<file path="config.mk">
export PLATFORM = sky130hd
export DESIGN_NAME = tcp_header_parser_checksum
export DESIGN_NICKNAME = d
export VERILOG_FILES = /design/src/design/tcphp_pkg.sv /design/src/design/tcphp_in_reg.sv /design/src/design/tcphp_core.sv /design/src/design/tcphp_out_reg.sv /design/src/design/tcp_header_parser_checksum.sv
export SDC_FILE = /design/constraint.sdc
export NUM_CORES = 1
export LEC_CHECK = 0
export BUFFER_PORTS_ARGS = -buffer_cell sky130_fd_sc_hd__buf_2
export CAP_MARGIN = 5
export CORE_ASPECT_RATIO = 0.9
export CORE_MARGIN = 5
export CORE_UTILIZATION = 63
export CTS_CLUSTER_DIAMETER = 100
export DETAILED_ROUTE_END_ITERATION = 6
export PLACE_DENSITY = 0.85
export SLEW_MARGIN = 20
export SYNTH_ARGS = -nofsm -noshare
export SYNTH_HDL_FRONTEND = slang
export SYNTH_SLANG_ARGS = --single-unit
export TNS_END_PERCENT = 5
</file>
<file path="constraint.sdc">
create_clock -name clk_i -period 27.1 [get_ports clk_i]
set_clock_uncertainty 0.2 [all_clocks]
set_input_delay 0 -clock clk_i [delete_from_list [all_inputs] [get_ports clk_i]]
set_output_delay 0 -clock clk_i [all_outputs]
set_load 0.1 [all_outputs]
</file>
<file path="src/design/tcphp_pkg.sv">
// Package for the TCP header parser: request and result types, status codes,
// register indexes and the ones' complement add. No dependencies.
`default_nettype none

package tcphp_pkg;

  localparam int unsigned LengthBitsDefault = 16;
  localparam int unsigned CfgIndexBits = 8;

  localparam logic [CfgIndexBits-1:0] CFG_CHECKSUM_CHECK_EN = 8'd0;
  localparam logic [CfgIndexBits-1:0] CFG_PAYLOAD_REPORT_EN = 8'd1;

  localparam logic [5:0] HEADER_BYTES = 6'd20;
  localparam logic [3:0] MIN_HEADER_WORDS = 4'd5;

  typedef enum logic [1:0] {
    ST_OK      = 2'd0,
    ST_SHORT   = 2'd1,
    ST_OFFSET  = 2'd2,
    ST_OVERRUN = 2'd3
  } parse_status_e;

  typedef struct packed {
    logic [7:0] data_byte;
    logic       last_byte;
  } tcphp_in_t;

  typedef struct packed {
    logic [15:0]   source_port;
    logic [15:0]   destination_port;
    logic [31:0]   sequence_number;
    logic [31:0]   acknowledge_number;
    logic [3:0]    header_words;
    logic [7:0]    flag_bits;
    logic [15:0]   window_size;
    logic [15:0]   checksum_field;
    logic [15:0]   urgent_pointer;
    logic [15:0]   payload_length;
    parse_status_e parse_status;
    logic          checksum_bad;
  } tcphp_out_t;

  // Sixteen-bit ones' complement add with end-around carry.
  function automatic logic [15:0] fold_add(input logic [15:0] a, input logic [15:0] b);
    logic [16:0] t;
    t = {1'b0, a} + {1'b0, b};
    return t[15:0] + {15'd0, t[16]};
  endfunction

endpackage

`default_nettype wire

</file>
<file path="src/design/tcphp_in_reg.sv">
// Input register of the TCP header parser; holds one byte request until the
// segment logic takes it. Depends on tcphp_pkg.
`default_nettype none

module tcphp_in_reg import tcphp_pkg::*; (
  input  wire logic      clk_i,
  input  wire logic      rst_ni,
  input  wire logic      in_valid_i,
  input  wire tcphp_in_t in_data_i,
  input  wire logic      advance_i,
  output logic           in_ready_o,
  output logic           valid_o,
  output tcphp_in_t      data_o
);

  logic      valid_q, valid_d;
  tcphp_in_t data_q;

  assign in_ready_o = !valid_q || advance_i;

  always_comb begin
    valid_d = valid_q;
    if (in_ready_o) begin
      valid_d = in_valid_i;
    end
  end

  always_ff @(posedge clk_i or negedge rst_ni) begin
    if (!rst_ni) begin
      valid_q <= 1'b0;
    end else begin
      valid_q <= valid_d;
    end
  end

  always_ff @(posedge clk_i) begin
    if (in_ready_o && in_valid_i) begin
      data_q <= in_data_i;
    end
  end

  assign valid_o = valid_q;
  assign data_o  = data_q;

endmodule

`default_nettype wire

</file>
<file path="src/design/tcphp_core.sv">
// Segment state of the TCP header parser: header capture, running checksum,
// byte count and the result of the final byte. Depends on tcphp_pkg.
`default_nettype none

module tcphp_core import tcphp_pkg::*; #(
  parameter int unsigned LengthBits = LengthBitsDefault
) (
  input  wire logic      clk_i,
  input  wire logic      rst_ni,
  input  wire logic      advance_i,
  input  wire tcphp_in_t data_i,
  input  wire logic      check_en_i,
  input  wire logic      report_en_i,
  output tcphp_out_t     result_o
);

  localparam logic [LengthBits-1:0] CountMax = '1;

  logic [LengthBits-1:0] cnt_q, cnt_d;
  logic [15:0] sum_q, sum_d;
  logic [7:0]  pend_q, pend_d;
  logic [31:0] port_q, port_d;
  logic [31:0] seq_q, seq_d;
  logic [31:0] ack_q, ack_d;
  logic [3:0]  words_q, words_d;
  logic [7:0]  flags_q, flags_d;
  logic [15:0] win_q, win_d;
  logic [15:0] csum_q, csum_d;
  logic [15:0] urg_q, urg_d;

  logic [7:0]            b;
  logic                  sat;
  logic [15:0]           word;
  logic [15:0]           fin_sum;
  logic [LengthBits-1:0] hlen;
  logic [LengthBits-1:0] payload;
  parse_status_e         status;

  assign b = data_i.data_byte;

  always_comb begin
    cnt_d   = cnt_q;
    sum_d   = sum_q;
    pend_d  = pend_q;
    port_d  = port_q;
    seq_d   = seq_q;
    ack_d   = ack_q;
    words_d = words_q;
    flags_d = flags_q;
    win_d   = win_q;
    csum_d  = csum_q;
    urg_d   = urg_q;
    sat     = (cnt_q == CountMax);
    word    = {pend_q, 8'h00};

    if (!sat) begin
      if (cnt_q < LengthBits'(4)) begin
        port_d = {port_q[23:0], b};
      end else if (cnt_q < LengthBits'(8)) begin
        seq_d = {seq_q[23:0], b};
      end else if (cnt_q < LengthBits'(12)) begin
        ack_d = {ack_q[23:0], b};
      end else if (cnt_q == LengthBits'(12)) begin
        words_d = b[7:4];
      end else if (cnt_q == LengthBits'(13)) begin
        flags_d = b;
      end else if (cnt_q < LengthBits'(16)) begin
        win_d = {win_q[7:0], b};
      end else if (cnt_q < LengthBits'(18)) begin
        csum_d = {csum_q[7:0], b};
      end else if (cnt_q < LengthBits'(20)) begin
        urg_d = {urg_q[7:0], b};
      end
      word  = cnt_q[0] ? {pend_q, b} : {b, 8'h00};
      cnt_d = cnt_q + LengthBits'(1);
      if (!cnt_q[0]) begin
        pend_d = b;
      end
    end

    fin_sum = fold_add(sum_q, word);
    if (!sat && cnt_q[0]) begin
      sum_d = fin_sum;
    end

    hlen    = LengthBits'({words_d, 2'b00});
    payload = cnt_d - hlen;
    if (cnt_d < LengthBits'(HEADER_BYTES)) begin
      status = ST_SHORT;
    end else if (words_d < MIN_HEADER_WORDS) begin
      status = ST_OFFSET;
    end else if (hlen > cnt_d) begin
      status = ST_OVERRUN;
    end else begin
      status = ST_OK;
    end

    result_o.source_port        = port_d[31:16];
    result_o.destination_port   = port_d[15:0];
    result_o.sequence_number    = seq_d;
    result_o.acknowledge_number = ack_d;
    result_o.header_words       = words_d;
    result_o.flag_bits          = flags_d;
    result_o.window_size        = win_d;
    result_o.checksum_field     = csum_d;
    result_o.urgent_pointer     = urg_d;
    result_o.parse_status       = status;
    result_o.payload_length     = (status == ST_OK && report_en_i && cnt_d > hlen) ?
                                  16'(payload) : 16'd0;
    result_o.checksum_bad       = status == ST_OK && check_en_i && csum_d != 16'd0 &&
                                  ~fin_sum != csum_d;

    if (data_i.last_byte) begin
      cnt_d   = '0;
      sum_d   = '0;
      pend_d  = '0;
      port_d  = '0;
      seq_d   = '0;
      ack_d   = '0;
      words_d = '0;
      flags_d = '0;
      win_d   = '0;
      csum_d  = '0;
      urg_d   = '0;
    end
  end

  always_ff @(posedge clk_i or negedge rst_ni) begin
    if (!rst_ni) begin
      cnt_q   <= '0;
      sum_q   <= '0;
      pend_q  <= '0;
      port_q  <= '0;
      seq_q   <= '0;
      ack_q   <= '0;
      words_q <= '0;
      flags_q <= '0;
      win_q   <= '0;
      csum_q  <= '0;
      urg_q   <= '0;
    end else if (advance_i) begin
      cnt_q   <= cnt_d;
      sum_q   <= sum_d;
      pend_q  <= pend_d;
      port_q  <= port_d;
      seq_q   <= seq_d;
      ack_q   <= ack_d;
      words_q <= words_d;
      flags_q <= flags_d;
      win_q   <= win_d;
      csum_q  <= csum_d;
      urg_q   <= urg_d;
    end
  end

endmodule

`default_nettype wire

</file>
<file path="src/design/tcphp_out_reg.sv">
// Result register of the TCP header parser; holds one result until the
// consumer takes it. Depends on tcphp_pkg.
`default_nettype none

module tcphp_out_reg import tcphp_pkg::*; (
  input  wire logic       clk_i,
  input  wire logic       rst_ni,
  input  wire logic       load_i,
  input  wire tcphp_out_t result_i,
  input  wire logic       out_ready_i,
  output logic            free_o,
  output logic            out_valid_o,
  output tcphp_out_t      out_data_o
);

  logic       valid_q, valid_d;
  tcphp_out_t data_q;

  assign free_o = !valid_q || out_ready_i;

  always_comb begin
    valid_d = valid_q;
    if (free_o) begin
      valid_d = load_i;
    end
  end

  always_ff @(posedge clk_i or negedge rst_ni) begin
    if (!rst_ni) begin
      valid_q <= 1'b0;
    end else begin
      valid_q <= valid_d;
    end
  end

  always_ff @(posedge clk_i) begin
    if (load_i) begin
      data_q <= result_i;
    end
  end

  assign out_valid_o = valid_q;
  assign out_data_o  = data_q;

endmodule

`default_nettype wire

</file>
<file path="src/design/tcp_header_parser_checksum.sv">
// TCP header parser with running ones' complement checksum, top level.
// Depends on tcphp_pkg, tcphp_in_reg, tcphp_core and tcphp_out_reg.
// A final byte is held in the input register; its result is then held in the result register.
// Throughput: one byte per cycle, except that a final byte waits while the result register is full.
// Reset clears all segment state and sets both enables to one.
`default_nettype none

module tcp_header_parser_checksum import tcphp_pkg::*; #(
  parameter int unsigned LengthBits = LengthBitsDefault
) (
  input  wire logic                    clk_i,
  input  wire logic                    rst_ni,
  input  wire logic                    in_valid_i,
  output logic                         in_ready_o,
  input  wire tcphp_in_t               in_data_i,
  output logic                         out_valid_o,
  input  wire logic                    out_ready_i,
  output tcphp_out_t                   out_data_o,
  input  wire logic                    cfg_valid_i,
  output logic                         cfg_ready_o,
  input  wire logic [CfgIndexBits-1:0] cfg_index_i,
  input  wire logic                    cfg_data_i
);

  logic       check_en_q, check_en_d;
  logic       report_en_q, report_en_d;
  logic       req_valid;
  tcphp_in_t  req_data;
  logic       out_free;
  logic       advance;
  tcphp_out_t result;

  assign cfg_ready_o = 1'b1;

  always_comb begin
    check_en_d  = check_en_q;
    report_en_d = report_en_q;
    if (cfg_valid_i) begin
      case (cfg_index_i)
        CFG_CHECKSUM_CHECK_EN: check_en_d  = cfg_data_i;
        CFG_PAYLOAD_REPORT_EN: report_en_d = cfg_data_i;
        default: ;
      endcase
    end
  end

  always_ff @(posedge clk_i or negedge rst_ni) begin
    if (!rst_ni) begin
      check_en_q  <= 1'b1;
      report_en_q <= 1'b1;
    end else begin
      check_en_q  <= check_en_d;
      report_en_q <= report_en_d;
    end
  end

  assign advance = req_valid && (!req_data.last_byte || out_free);

  tcphp_in_reg u_in_reg (
    .clk_i      (clk_i),
    .rst_ni     (rst_ni),
    .in_valid_i (in_valid_i),
    .in_data_i  (in_data_i),
    .advance_i  (advance),
    .in_ready_o (in_ready_o),
    .valid_o    (req_valid),
    .data_o     (req_data)
  );

  tcphp_core #(
    .LengthBits (LengthBits)
  ) u_core (
    .clk_i       (clk_i),
    .rst_ni      (rst_ni),
    .advance_i   (advance),
    .data_i      (req_data),
    .check_en_i  (check_en_q),
    .report_en_i (report_en_q),
    .result_o    (result)
  );

  tcphp_out_reg u_out_reg (
    .clk_i       (clk_i),
    .rst_ni      (rst_ni),
    .load_i      (advance && req_data.last_byte),
    .result_i    (result),
    .out_ready_i (out_ready_i),
    .free_o      (out_free),
    .out_valid_o (out_valid_o),
    .out_data_o  (out_data_o)
  );

  // The input side only stalls while a finished result is waiting.
  a_stall_needs_result: assert property (@(posedge clk_i) disable iff (!rst_ni)
    !in_ready_o |-> out_valid_o)
    else $error("input stalled with no result pending");

  a_bad_status_clean: assert property (@(posedge clk_i) disable iff (!rst_ni)
    out_valid_o && out_data_o.parse_status != ST_OK |->
      out_data_o.payload_length == 16'd0 && !out_data_o.checksum_bad)
    else $error("payload or checksum flag set on a failed parse");

  a_ok_has_header: assert property (@(posedge clk_i) disable iff (!rst_ni)
    out_valid_o && out_data_o.parse_status == ST_OK |->
      out_data_o.header_words >= MIN_HEADER_WORDS)
    else $error("ok status with short data offset");

  a_flag_needs_enable: assert property (@(posedge clk_i) disable iff (!rst_ni)
    out_valid_o && out_data_o.checksum_bad |-> out_data_o.checksum_field != 16'd0)
    else $error("checksum flagged against a zero field");

endmodule

`default_nettype wire
</file>
## After elaboration in Yosys (flattened, before gate mapping)

Cells that the tools add are included.

- Output and inout bits: 178
- Register bits: 384
- Input port bits: 23

- Reductions and logical operators: 24
- $add $sub $neg: 4
- Equal/unequal tests: 7
- Bitwise operators: 1
- Muxes and demuxes: 64
- Magnitude comparators: 10

Operators with widths:

| kind | number |
|---|---|
| $mux 16 | 33 |
| $mux 32 | 12 |
| $mux 8 | 10 |
| $lt 16x5->1 const B | 4 |
| $eq 16x4->1 const B | 2 |
| $lt 16x4->1 const B | 2 |
| $mux 4 | 6 |
| $add 16x16->17 | 1 |
| $add 16x1->16 | 1 |
| $add 16x1->16 const B | 1 |
| $eq 16x16->1 const B | 1 |
| $gt 16x6->1 | 1 |
| $gt 6x16->1 | 1 |
| $lt 16x3->1 const B | 1 |
| $ne 16x16->1 | 1 |
| $not 16->16 | 1 |
| $reduce_bool 16->1 | 1 |
| $sub 16x6->16 | 1 |
| $logic_and 1x1->1 | 9 |
| $eq 8x1->1 const B | 1 |
| $logic_not 8->1 | 1 |
| $mux 2 | 3 |
| $reduce_and 2->1 | 3 |
| $logic_not 1->1 | 4 |
| 6 further kinds | 9 |

## Logic depth before layout (Yosys ltp)

Gate-level depths: netlist of the first run.

- Depth after elaboration: 14
- Mapped depth: 30

## Hierarchy

Synthesis of the first run repeated with hierarchy kept, for this count alone.

- Cell total of the unflattened synthesis: 1318
- Area total of the unflattened synthesis: 17640.7 um^2

By module, submodules not included:

| module | instances | seq. area each (um^2) | cells each | area an instance (um^2) |
|---|---|---|---|---|
| tcphp_core | 1 | 4904.7 | 1113 | 11878.9 |
| tcphp_out_reg | 1 | 5280.1 | 178 | 5302.6 |
| tcphp_in_reg | 1 | 295.3 | 13 | 324.1 |
| tcp_header_parser_checksum | 1 | 52.6 | 14 | 135.1 |

## Least setup slack after synthesis of the first run

Ideal clock, no wire load.

- Kind: register -> register
- Start point: register u_out_reg.valid_q (netlist: u_out_reg.out_valid_o)
- End point: register u_out_reg.valid_q (netlist: u_out_reg.out_valid_o)
- Data arrival time: 9.415 ns
- Buffers on the path: 1
- Slack: 17.373 ns
- Library setup time: 0.112 ns
- Cell stages (with the launch flop): 7
- Period minus slack after synthesis: 9.727 ns
- Data required time: 26.788 ns
- Cell sequence: dfrtp_1 nor2b_1 nand2_1 nand2_1 clkbuf_1 nor2_1 or2_2

- Word-level cells in the longest chain between the ends: 5

RTL lines:

| element | RTL line | text |
|---|---|---|
| start, declared | tcphp_out_reg.sv:16 | `logic valid_q, valid_d;` |
| start signal, assigned | tcphp_out_reg.sv:32 | `valid_q <= valid_d;` |
| $logic_not 1->1 | tcphp_out_reg.sv:19 | `assign free_o = !valid_q \|\| out_ready_i;` |
| $logic_or 1x1->1 | tcphp_out_reg.sv:19 |  |
| $logic_or 1x1->1 | tcp_header_parser_checksum.sv:57 | `assign advance = req_valid && (!req_data.last_byte \|\| out_free);` |
| $logic_and 1x1->1 | tcp_header_parser_checksum.sv:57 |  |
| $logic_and 1x1->1 | tcp_header_parser_checksum.sv:85 | `.load_i (advance && req_data.last_byte),` |
| net u_out_reg.load_i | tcphp_out_reg.sv:8 | `input wire logic load_i,` |

The timed path passes the listed nets, and every way through them passes these cells.
A chain may end at the register's enable or synchronous reset.

==> results of run 1 <==
cells in the final DEF, fill, tap and decap left out, types with 5 or more instances in the layout:
cell type and count:
and3_1 15, mux2_2 133, nor3_1 14, clkbuf_16 39
a22oi_1 8, edfxtp_1 184, xnor2_1 38, o21ai_0 75
dfrtp_1 198, dlygate4sd3_1 27, nor2b_1 5, a21oi_1 31
mux2i_1 17, xor2_1 13, a22o_1 139, ha_1 27
nand3_1 20, and2_1 6, o31ai_1 9, o22ai_1 6
nand2b_1 8, nor2_1 53, nand4_1 14, buf_4 15
nand2_1 107, buf_2 198, inv_1 36, a21o_1 12
clkbuf_1 19, a31oi_1 6
power by group through the flow:
| stage | combinational (W) | clock, W | sequential, W |
|---|---|---|---|
| 5_1_grt | 0.000338 | 0.000546 | 0.000675 |
| 3_3_place_gp | 0.000307 | 0 | 0.000681 |
| 6_report | 0.000319 | 0.000512 | 0.000672 |
| 2_1_floorplan | 0.000148 | 0 | 0.000781 |
| 4_1_cts | 0.000317 | 0.000518 | 0.000672 |
| 3_5_place_dp | 0.000312 | 0 | 0.000683 |
per-stage QoR:
step	cell area, um2	util	power [W]	instances	hold slack, ns
final	20180	0.7446	0.001503	1932	0.1482
after floorplan	17400	-	0.0009286	1346	-0.4956
after global routing	20180	0.7446	0.001559	1932	0.1444
after detailed placement	18670	0.6889	0.0009943	1834	-0.1901
after CTS	20170	0.7442	0.001507	1932	0.05661
after global placement	18670	0.6889	0.0009879	1834	-0.1885
final timing paths:
kind                                   start                       to  slack [ns]  cells past startpoint
max                          u_core.cnt_q[0]  u_out_reg.out_data_o[0]       19.32                     21
min                               cfg_data_i               check_en_q        0.15                      3
max reg2reg                  u_core.cnt_q[0]  u_out_reg.out_data_o[0]       19.32                     21
min reg2reg                u_core.csum_q[15]        u_core.csum_q[15]        0.29                      2
max in group asynchronous             rst_ni         u_core.sum_q[13]       25.48                      4
min in group asynchronous             rst_ni         u_core.ack_q[24]        0.42                      4
critical path: cells and delay by family, from the launching register on:
| family | cells | cell delay (ns) |
|---|---|---|
| multiplexers | 1 | 0.42 |
| AO/OA/AOI/OAI | 8 | 2.15 |
| flip-flops | 1 | 0.58 |
| XOR/XNOR | 2 | 0.41 |
| AND/OR/NAND/NOR | 7 | 2.77 |
| adder cells (fa/ha/maj) | 3 | 0.98 |
kinds of logic (layout without fill, tap and decap cells):
kind of cell	Yosys count	in the layout	synth area share
fa+ha+maj	29	29	0.02172
compound gates	330	330	0.1417
simple gates	282	282	0.08205
xor+xnor	52	52	0.02661
flops	384	384	0.6053
mux	150	150	0.09585
buf+inv	118	350	0.02661
other cells	1	1	0.0002155
routing by layer:
layer | up-vias | global-route usage | share of wire
li1 | 5453 | - | -
met1 | 6154 | 0.4079 | 0.42
met2 | 511 | 0.4249 | 0.47
met3 | 75 | 0.05445 | 0.083
met4 | 0 | 0.06445 | 0.022
met5 | - | 0 | 0
state kept, by name, summed over array words and instances (netlist names), 8 cells and up:
register              flops
u_core.pend_q             8
u_core.ack_q             32
u_core.csum_q            16
u_core.cnt_q             16
u_core.win_q             16
u_in_reg.data_o           9
u_core.port_q            32
u_core.seq_q             32
u_core.sum_q             16
u_out_reg.out_data_o    175
u_core.flags_q            8
u_core.urg_q             16
final cells by class:
cell class | instances | area [um2]
Clock inverter | 9 | 111.4
Multi-Input combinational cell | 844 | 6431
Fill cell | 1762 | 6922
Sequential cell | 384 | 10530
Tap cell | 354 | 442.9
Timing Repair Buffer | 244 | 1438
Inverter | 36 | 135.1
Clock buffer | 61 | 1089
==> impl_results.md, run 1 <==
* Status: complete, no violations
* Fin crit share at 0.2872
* Drt total wl at 42930 um
* Cell Chain, Critical Path: ha_1 -> nand3_1 -> nor3_1 -> nand2_1 -> nand2_1 -> mux2_2 -> ha_1 -> a21oi_1 -> o21ai_0 -> o41ai_1 -> o21bai_1 -> a21o_1 -> ha_1 -> xor2_1 -> xor2_1 -> nor3b_1 -> a311oi_1 -> a2111oi_0 -> nand4_1 -> nor4_2 -> a31oi_1
* CTS clk-pin slew, worst paths at 0.06 ns
* Die extent in x at 185.2 um
* Io pins at 201
* Sequential area share after synthesis at 0.6053
* Maximum clock frequency at 128.5 MHz
* EDFF count, synth at 184
* Share of cells above drive strength 1 at 0.2757
* Slowest CP cell: nand2_1
* Num rows at 57
* Max-slew headroom at 0.2967
* Mapped Nets at 1398
* Kind of critical path: reg -> reg
* Switching Share at 0.3135
* Drt pass-1 iters at 5
* Internal power at 0.001032 W
* Worst-Skew Late Latency at 0.53 ns
* Clock power share at 0.341
* Drt drc at 0
* Post-synth top flop: dfrtp_1
* Initial DRC Count at 1346
* Max Slew Vio Count at 0
* Routability cong. at 0.8989
* Synth top area cells: edfxtp_1 (32%), dfrtp_1 (28%), mux2_2 (8.6%), a22o_1 (7.0%), nand2_1 (2.3%)
* Post-Syn Area at 0.01740 mm2
* Via count at 12190
* Yosys top cell by area: edfxtp_1
* Crit path largest cell delay at 0.72 ns
* RSZ-0062 raised after global routing: false
* Clock Path Buffers at 3
* Most used cell along the critical path: ha_1
* Post-Place Worst Slack at 19.51 ns
* DRT antenna net count at 0
* Max VDD drop at 62.42 uV
* Aggregate global-route resource usage at 0.2744
* Worst setup SP type: register
* Global route overflow at 0
* First-pass GRT wire length at 67790 um
* Nets at 1600
* Num CTS Buffers at 38
* Post-route setup slack at 19.32 ns
* Gate Count Post-Synth at 1346
* Routed length per placed instance at 22.22 um
* Dpl hpwl at 27470 um
* Final setup vio count at 0
* Final min period at 7.784 ns
* Initial antenna violation count at 1
* Port Buffer Count at 199
* CTS root buf: clkbuf_16
* Top-count cell post-synth: dfrtp_1
* PwrDens at 74.51 mW/mm2
* Arrival time worst endpoint at 7.85 ns
* Syn avg cell area at 12.93 um2
* Ys Warns at 0
* Post-CTS Resized at 0
* TritonCTS Sinks at 384
* Leakage at 8.982 nW
* H-Tree Level Count at 2
* Commonest cells post-synth: dfrtp_1 (198), edfxtp_1 (184), a22o_1 (139), mux2_2 (133), nand2_1 (108)
* Number of hold buffers added after CTS at 28
* Sequential Power Share at 0.447
* Gate power share at 0.212
* Crit path required time at 27.17 ns
* Final Hold Fails at 0
* CTS tree: yes
* Sw Pwr at 0.0004714 W
* Die ar. at 0.03105 mm2
* Worst hold path type: in -> reg
* Synth top area share at 0.3175
* #FFs+latches synth at 384
* Area Overhead vs Synth at 15.97%
* # Max-Cap Violations at 0
* Vias in the first global route at 11950
* Netlist cell types at 79
* Diodes inserted at 0
* Die Height at 167.7 um
* Postcts setup bufs at 0
* Setup TNS at 0 ns
* Core region area at 0.02710 mm2
* CP Capture Type: register
* Initial Util at 0.6421
* Largest net degree at the start of global routing at 90
* DR vias/cell at 6.311
* Measured slew at the worst slew-check pin at 1.055 ns
* Worst-path fanout max at 31
* Async set-reset flop share out of synthesis at 0.5208
Power figures use the tool's default switching activity.
==> run 2, diff against run 1 <==
--- a/config.mk
+++ b/config.mk
@@ -9,10 +9,10 @@
 export CAP_MARGIN = 5
 export CORE_ASPECT_RATIO = 0.9
 export CORE_MARGIN = 5
-export CORE_UTILIZATION = 63
+export CORE_UTILIZATION = 59
 export CTS_CLUSTER_DIAMETER = 100
 export DETAILED_ROUTE_END_ITERATION = 6
-export PLACE_DENSITY = 0.85
+export PLACE_DENSITY = 0.8
 export SLEW_MARGIN = 20
 export SYNTH_ARGS = -nofsm -noshare
 export SYNTH_HDL_FRONTEND = slang
==> constraint.sdc (replaced) <==
create_clock -name clk_i -period 7.8 [get_ports clk_i]
set_clock_uncertainty 0.2 [all_clocks]
set_input_delay 0 -clock clk_i [delete_from_list [all_inputs] [get_ports clk_i]]
set_output_delay 0 -clock clk_i [all_outputs]
set_load 0.1 [all_outputs]
==> run 2 against run 1 <==
The flow now finishes with violations (hold timing); die area is 6.4% higher; cell count increased by 2.4%; largest power group unchanged; fmax is 15% higher; critical endpoint unchanged; register-to-register slack lost 18 ns; critical path depth unchanged.
==> impl_results.md, run 2 (same netlist as run 1, synthesis figures left out) <==
* Status: complete, but fails checks (was complete, no violations)
* Failing checks: hold timing
* Most frequent cells in the layout: buf_2 (198), dfrtp_1 (198), edfxtp_1 (184) (unchanged)
* Drt pass-1 iters at 6 (was 5)
* Io pins at 201 (unchanged)
* DR vias/cell at 6.075 (was 6.311)
* RSZ-0062 raised after global routing: false (unchanged)
* Switching Share at 0.3098 (was 0.3135)
* Largest net degree at the start of global routing at 125 (was 90)
* Dpl hpwl at 27080 um (was 27470 um)
* Post-Place Worst Slack at 1.083 ns (was 19.51 ns)
* Worst-Skew Late Latency at 0.53 ns (about the same)
* Global route overflow at 0 (unchanged)
* Share of cells above drive strength 1 at 0.2826 (was 0.2757)
* TritonCTS Sinks at 384 (unchanged)
* Sw Pwr at 0.001652 W (was 0.0004714 W)
* Initial antenna violation count at 0 (was 1)
* Post-route setup slack at 1.050 ns (was 19.32 ns)
* Die Height at 172.9 um (was 167.7 um)
* Leakage at 9.059 nW (was 8.982 nW)
* H-Tree Level Count at 2 (unchanged)
* Initial Util at 0.5998 (was 0.6421)
* Max VDD drop at 203.5 uV (was 62.42 uV)
* Worst hold path type: in -> async (was in -> reg)
* First-pass GRT wire length at 66410 um (was 67790 um)
* Gate power share at 0.209 (was 0.212)
* Clock power share at 0.354 (was 0.341)
* Maximum clock frequency at 148.2 MHz (was 128.5 MHz)
* Final design utilization at 0.7026 (was 0.7446)
* Fin crit share at 0.8654 (was 0.2872)
* Worst-path fanout max at 30 (was 31)
* Sequential Area at 0.01053 mm2 (unchanged)
* Max Slew Vio Count at 0 (unchanged)
* Internal power at 0.003681 W (was 0.001032 W)
* Core region area at 0.02901 mm2 (was 0.02710 mm2)
* Number of flip-flops in the largest register at 175 (unchanged)
* Drt drc at 0 (unchanged)
* CTS tree: yes (unchanged)
* # Max-Cap Violations at 0 (unchanged)
* Sequential Power Share at 0.437 (was 0.447)
* Clock Path Buffers at 3 (unchanged)
* Final Hold Fails at 17 (was 0)
* Die ar. at 0.03303 mm2 (was 0.03105 mm2)
* Die extent in x at 191.0 um (was 185.2 um)
* Placed insts at 1878 (was 1834)
* Final hold slack at -0.06242 ns (was 0.1482 ns)
* Final min period at 6.750 ns (was 7.784 ns)
* PwrDens at 261.6 mW/mm2 (was 74.51 mW/mm2)
* Non-Filler Instances at 1978 (was 1932)
* Setup TNS at 0 ns (unchanged)
* Port Buffer Count at 199 (unchanged)
* Fillers at 2033 (was 1762)
* CP Capture Type: register (unchanged)
* Aggregate global-route resource usage at 0.2491 (was 0.2744)
* Diodes inserted at 0 (unchanged)
* Kind of critical path: reg -> reg (unchanged)
* Routed length per placed instance at 21.23 um (was 22.22 um)
* Worst setup SP type: register (unchanged)
* Post-CTS Resized at 0 (unchanged)
* CTS clk-pin slew, worst paths at 0.06 ns (about the same)
* Num CTS Buffers at 39 (was 38)
* Initial DRC Count at 1223 (was 1346)
* Measured slew at the worst slew-check pin at 1.111 ns (was 1.055 ns)
* Area Overhead vs Synth at 17.14% (was 15.97%)
* Vias in the first global route at 11920 (was 11950)
* Nets at 1603 (was 1600)
* Via count at 12020 (was 12190)
* Max-slew headroom at 0.2594 (was 0.2967)
* DRT antenna net count at 0 (unchanged)
* Routability cong. at 0.8868 (was 0.8989)
* Crit path required time at 7.87 ns (was 27.17 ns)
* Drt total wl at 41990 um (was 42930 um)
* Final setup vio count at 0 (unchanged)
* Multi-input gate area at 0.006431 mm2 (unchanged)
* Num rows at 59 (was 57)
* Arrival time worst endpoint at 6.82 ns (was 7.85 ns)
* CTS root buf: clkbuf_16 (unchanged)
run 2: changes by cell type in the layout (fill, tap and decap cells not counted), moves of 2 or more:
| cell | before | now |
|---|---|---|
| buf_12 | 0 | 3 |
| buf_4 | 15 | 17 |
| clkbuf_1 | 19 | 12 |
| clkbuf_8 | 4 | 7 |
run 2: path summary, 6_finish.rpt:
| check | from | endpoint | slack [ns] | cells past startpoint |
|---|---|---|---|---|
| hold / removal | rst_ni | u_core.ack_q[25] | -0.06 | 2 |
| min in group clk_i | cfg_data_i | check_en_q | 0.07 | 3 |
| max in group asynchronous | rst_ni | u_core.seq_q[4] | 6.15 | 3 |
| setup / recovery | u_core.cnt_q[0] | u_out_reg.out_data_o[0] | 1.05 | 21 |
| setup reg to reg | u_core.cnt_q[0] | u_out_reg.out_data_o[0] | 1.05 | 21 |
| hold reg to reg | u_core.csum_q[12] | u_core.csum_q[12] | 0.28 | 2 |
run 2: cell type report:
class | instances | area share
Clock buffer | 59 | 0.05604
Tap cell | 396 | 0.02431
Sequential cell | 384 | 0.5167
Inverter | 36 | 0.006629
Timing Repair Buffer | 246 | 0.07188
Clock inverter | 13 | 0.008901
Multi-Input combinational cell | 844 | 0.3155
run 2: through the flow:
stage	instance area, um2	power, W
2_1_floorplan	17400	0.003220
6_report	20380	0.005333
4_1_cts	20340	0.005352
3_5_place_dp	18750	0.003457
5_1_grt	20380	0.005526
3_3_place_gp	18750	0.003443
run 2: critical path, cell delays in order, from the launching register on:
cell and delay (ns):
dfrtp_1 0.58, ha_1 0.40, nand3_1 0.21, nor3_1 0.53, nand2_1 0.15, buf_4 0.25
and3_1 0.21, ha_1 0.35, a2111oi_2 0.56, a21oi_1 0.19, o41ai_1 0.48, o21bai_1 0.12
a21o_1 0.21, ha_1 0.22, xor2_1 0.30, xor2_1 0.14, nor3b_1 0.23, a311oi_1 0.07
a2111oi_0 0.48, nand4_1 0.21, nor4_2 0.29, a31oi_1 0.11
run 2: power by group through the flow:
stage / Clock, W / Sequential, W / Combinational [W]
floorplan: 0 / 0.00271 / 0.000513
global placement: 0 / 0.00236 / 0.00108
detailed placement: 0 / 0.00237 / 0.00109
CTS: 0.00191 / 0.00233 / 0.00111
global route: 0.00200 / 0.00234 / 0.00118
finish: 0.00189 / 0.00233 / 0.00111
run 2: timing repair:
action,4_1_cts,5_1_grt
hold buffers,26,0
hold endpoints to repair,143,0
buffers inserted,0,0
run 2: metal layers:
layer,global-route usage,share of wire
met1,0.3742,0.44
met2,0.3815,0.46
met3,0.04214,0.069
met4,0.06792,0.028
met5,0,0
==> run 3, diff against run 2 <==
--- a/config.mk
+++ b/config.mk
@@ -13,7 +13,6 @@
 export CTS_CLUSTER_DIAMETER = 100
 export DETAILED_ROUTE_END_ITERATION = 6
 export PLACE_DENSITY = 0.8
-export SLEW_MARGIN = 20
 export SYNTH_ARGS = -nofsm -noshare
 export SYNTH_HDL_FRONTEND = slang
 export SYNTH_SLANG_ARGS = --single-unit
==> constraint.sdc (replaced) <==
create_clock -name clk_i -period 7.32 [get_ports clk_i]
set_clock_uncertainty 0.2 [all_clocks]
set_input_delay 0 -clock clk_i [delete_from_list [all_inputs] [get_ports clk_i]]
set_output_delay 0 -clock clk_i [all_outputs]
set_load 0.1 [all_outputs]
==> run 3 against run 2 <==
The flow now finishes without violations; global-route usage rose by 0.13 points; critical path depth grew 2; critical endpoint unchanged; largest cell class unchanged; highest routed layer unchanged; combinational power up 6%; register-to-register slack lost 0.54 ns; hold slack improved by 0.14 ns.
==> impl_results.md, run 3 (same netlist as run 1, synthesis figures left out) <==
* Status: complete, no violations (was complete, but fails checks)
* H-Tree Level Count at 2 (unchanged)
* PwrDens at 282.0 mW/mm2 (was 261.6 mW/mm2)
* Post-CTS Resized at 0 (unchanged)
* Clock Path Buffers at 3 (unchanged)
* Dpl hpwl at 27020 um (was 27080 um)
* Leakage at 9.073 nW (was 9.059 nW)
* Initial antenna violation count at 1 (was 0)
* Hold Path Depth at 3
* Sequential Area at 0.01053 mm2 (unchanged)
* DR vias/cell at 6.056 (was 6.075)
* CTS tree: yes (unchanged)
* Final design utilization at 0.7033 (was 0.7026)
* Die extent in x at 191.0 um (unchanged)
* Switching Share at 0.3067 (was 0.3098)
* CP Capture Type: register (unchanged)
* Number of flip-flops in the largest register at 175 (unchanged)
* TritonCTS Sinks at 384 (unchanged)
* Sw Pwr at 0.001764 W (was 0.001652 W)
* CTS root buf: clkbuf_16 (unchanged)
* Num CTS Buffers at 39 (unchanged)
* Crit path required time at 7.39 ns (was 7.87 ns)
* Most frequent cells in the layout: buf_2 (198), dfrtp_1 (198), edfxtp_1 (184) (unchanged)
* Max Slew Vio Count at 0 (unchanged)
* Via count at 11980 (was 12020)
* Gate power share at 0.205 (was 0.209)
* Multi-input gate area at 0.006427 mm2 (was 0.006431 mm2)
* Drt pass-1 iters at 5 (was 6)
* Aggregate global-route resource usage at 0.2503 (was 0.2491)
* Final hold slack at 0.08031 ns (was -0.06242 ns)
* Slowest CP cell: dfrtp_1 (unchanged)
* Power, Total at 0.005753 W (was 0.005333 W)
* Global route overflow at 0 (unchanged)
* First-pass GRT wire length at 66470 um (was 66410 um)
* Fin crit share at 0.9307 (was 0.8654)
* Final Hold Fails at 0 (was 17)
* Arrival time worst endpoint at 6.88 ns (was 6.82 ns)
* Area post-placement at 0.01875 mm2 (about the same)
* Num rows at 59 (unchanged)
* Maximum clock frequency at 146.8 MHz (was 148.2 MHz)
* Final min period at 6.813 ns (was 6.750 ns)
* Share of cells above drive strength 1 at 0.2832 (was 0.2826)
* # Max-Cap Violations at 0 (unchanged)
* Initial Util at 0.5998 (unchanged)
* RSZ-0062 raised after global routing: false (unchanged)
* Initial DRC Count at 1130 (was 1223)
* Setup TNS at 0 ns (unchanged)
* Cell Chain, Critical Path: ha_1 -> nand3_1 -> nor3_1 -> buf_4 -> nand2_1 -> nand2_1 -> buf_4 -> mux2_2 -> ha_1 -> a21oi_1 -> o21ai_0 -> o41ai_1 -> o21bai_1 -> a21o_1 -> ha_1 -> xor2_1 -> xor2_1 -> nor3b_1 -> a311oi_1 -> a2111oi_0 -> nand4_1 -> nor4_2 -> a31oi_1 (was ha_1 -> nand3_1 -> nor3_1 -> nand2_1 -> buf_4 -> and3_1 -> ha_1 -> a2111oi_2 -> a21oi_1 -> o41ai_1 -> o21bai_1 -> a21o_1 -> ha_1 -> xor2_1 -> xor2_1 -> nor3b_1 -> a311oi_1 -> a2111oi_0 -> nand4_1 -> nor4_2 -> a31oi_1)
* Routability cong. at 0.8924 (was 0.8868)
* CTS clk-pin slew, worst paths at 0.06 ns (about the same)
* Die ar. at 0.03303 mm2 (unchanged)
* Diodes inserted at 0 (unchanged)
* Worst hold path type: in -> reg (was in -> async)
* Most used cell along the critical path: ha_1 (unchanged)
* Drt total wl at 42340 um (was 41990 um)
* Kind of critical path: reg -> reg (unchanged)
* Worst-Skew Late Latency at 0.52 ns (was 0.53 ns)
* Io pins at 201 (unchanged)
* Largest net degree at the start of global routing at 105 (was 125)
* Sequential Power Share at 0.432 (was 0.437)
* Post-route cell area at 0.02040 mm2 (was 0.02038 mm2)
* Internal power at 0.003989 W (was 0.003681 W)
* Postcts setup bufs at 0 (unchanged)
* Worst r2r path cells at 23 (was 21)
* Max VDD drop at 192.6 uV (was 203.5 uV)
* Port Buffer Count at 199 (unchanged)
* Vias in the first global route at 11830 (was 11920)
* Routed length per placed instance at 21.40 um (was 21.23 um)
* Clock power share at 0.363 (was 0.354)
* Number of hold buffers added after CTS at 28 (was 26)
* Worst-path fanout max at 15 (was 30)
* Nets at 1603 (unchanged)
* Drt drc at 0 (unchanged)
* Die Height at 172.9 um (unchanged)
* Worst setup SP type: register (unchanged)
* Area Overhead vs Synth at 17.26% (was 17.14%)
* DRT antenna net count at 0 (unchanged)
* Core region area at 0.02901 mm2 (unchanged)
* Max-slew headroom at 0.1484 (was 0.2594)
* Measured slew at the worst slew-check pin at 1.269 ns (was 1.111 ns)
* Crit path largest cell delay at 0.64 ns (was 0.58 ns)
* Fillers at 2010 (was 2033)
* Final setup vio count at 0 (unchanged)
[run 3: stage by stage]
stage	instances	setup WS (ns)
3_5_place_dp	1878	0.6357
3_3_place_gp	1878	0.9611
2_1_floorplan	1346	0.6611
5_1_grt	1978	0.09987
6_report	1978	0.5075
4_1_cts	1978	0.5896
[run 3: cell type report]
cell class / instances / share of cell area
Tap cell: 396 / 0.02428
Sequential cell: 384 / 0.5162
Clock buffer: 53 / 0.05341
Multi-Input combinational cell: 844 / 0.3150
Timing Repair Buffer: 246 / 0.07144
Clock inverter: 19 / 0.01300
Inverter: 36 / 0.006623
[run 3: final timing paths]
path                                      endpoint  slack [ns]               from
hold reg to reg                  u_core.csum_q[10]        0.29  u_core.csum_q[10]
setup reg to reg           u_out_reg.out_data_o[0]        0.51    u_core.cnt_q[0]
hold / removal                         report_en_q        0.08         cfg_data_i
max in group asynchronous        u_core.port_q[17]        5.52             rst_ni
setup / recovery           u_out_reg.out_data_o[0]        0.51    u_core.cnt_q[0]
min in group asynchronous         u_core.ack_q[19]        0.41             rst_ni
[run 3: worst max-delay path: cells and delay by family, from the launching register on]
kind,cells,cell delay (ns)
compound gates,8,2.03
simple gates,7,1.64
fa+ha+maj,3,0.85
flops,1,0.64
xor+xnor,2,0.44
buf+inv,2,0.41
mux,1,0.35
[run 3: routing by layer]
layer,up-vias,GRT usage,part of all wire
met5,-,0,0
met4,0,0.07331,0.027
met3,79,0.04859,0.078
met2,464,0.3778,0.46
met1,5975,0.3746,0.44
li1,5460,-,-
[run 3: power groups by stage]
stage	sequential [W]	clock, W	combinational, W
finish	0.00249	0.00209	0.00118
global route	0.00250	0.00222	0.00125
CTS	0.00249	0.00212	0.00118
detailed placement	0.00253	0	0.00116
global placement	0.00252	0	0.00114
floorplan	0.00288	0	0.000547
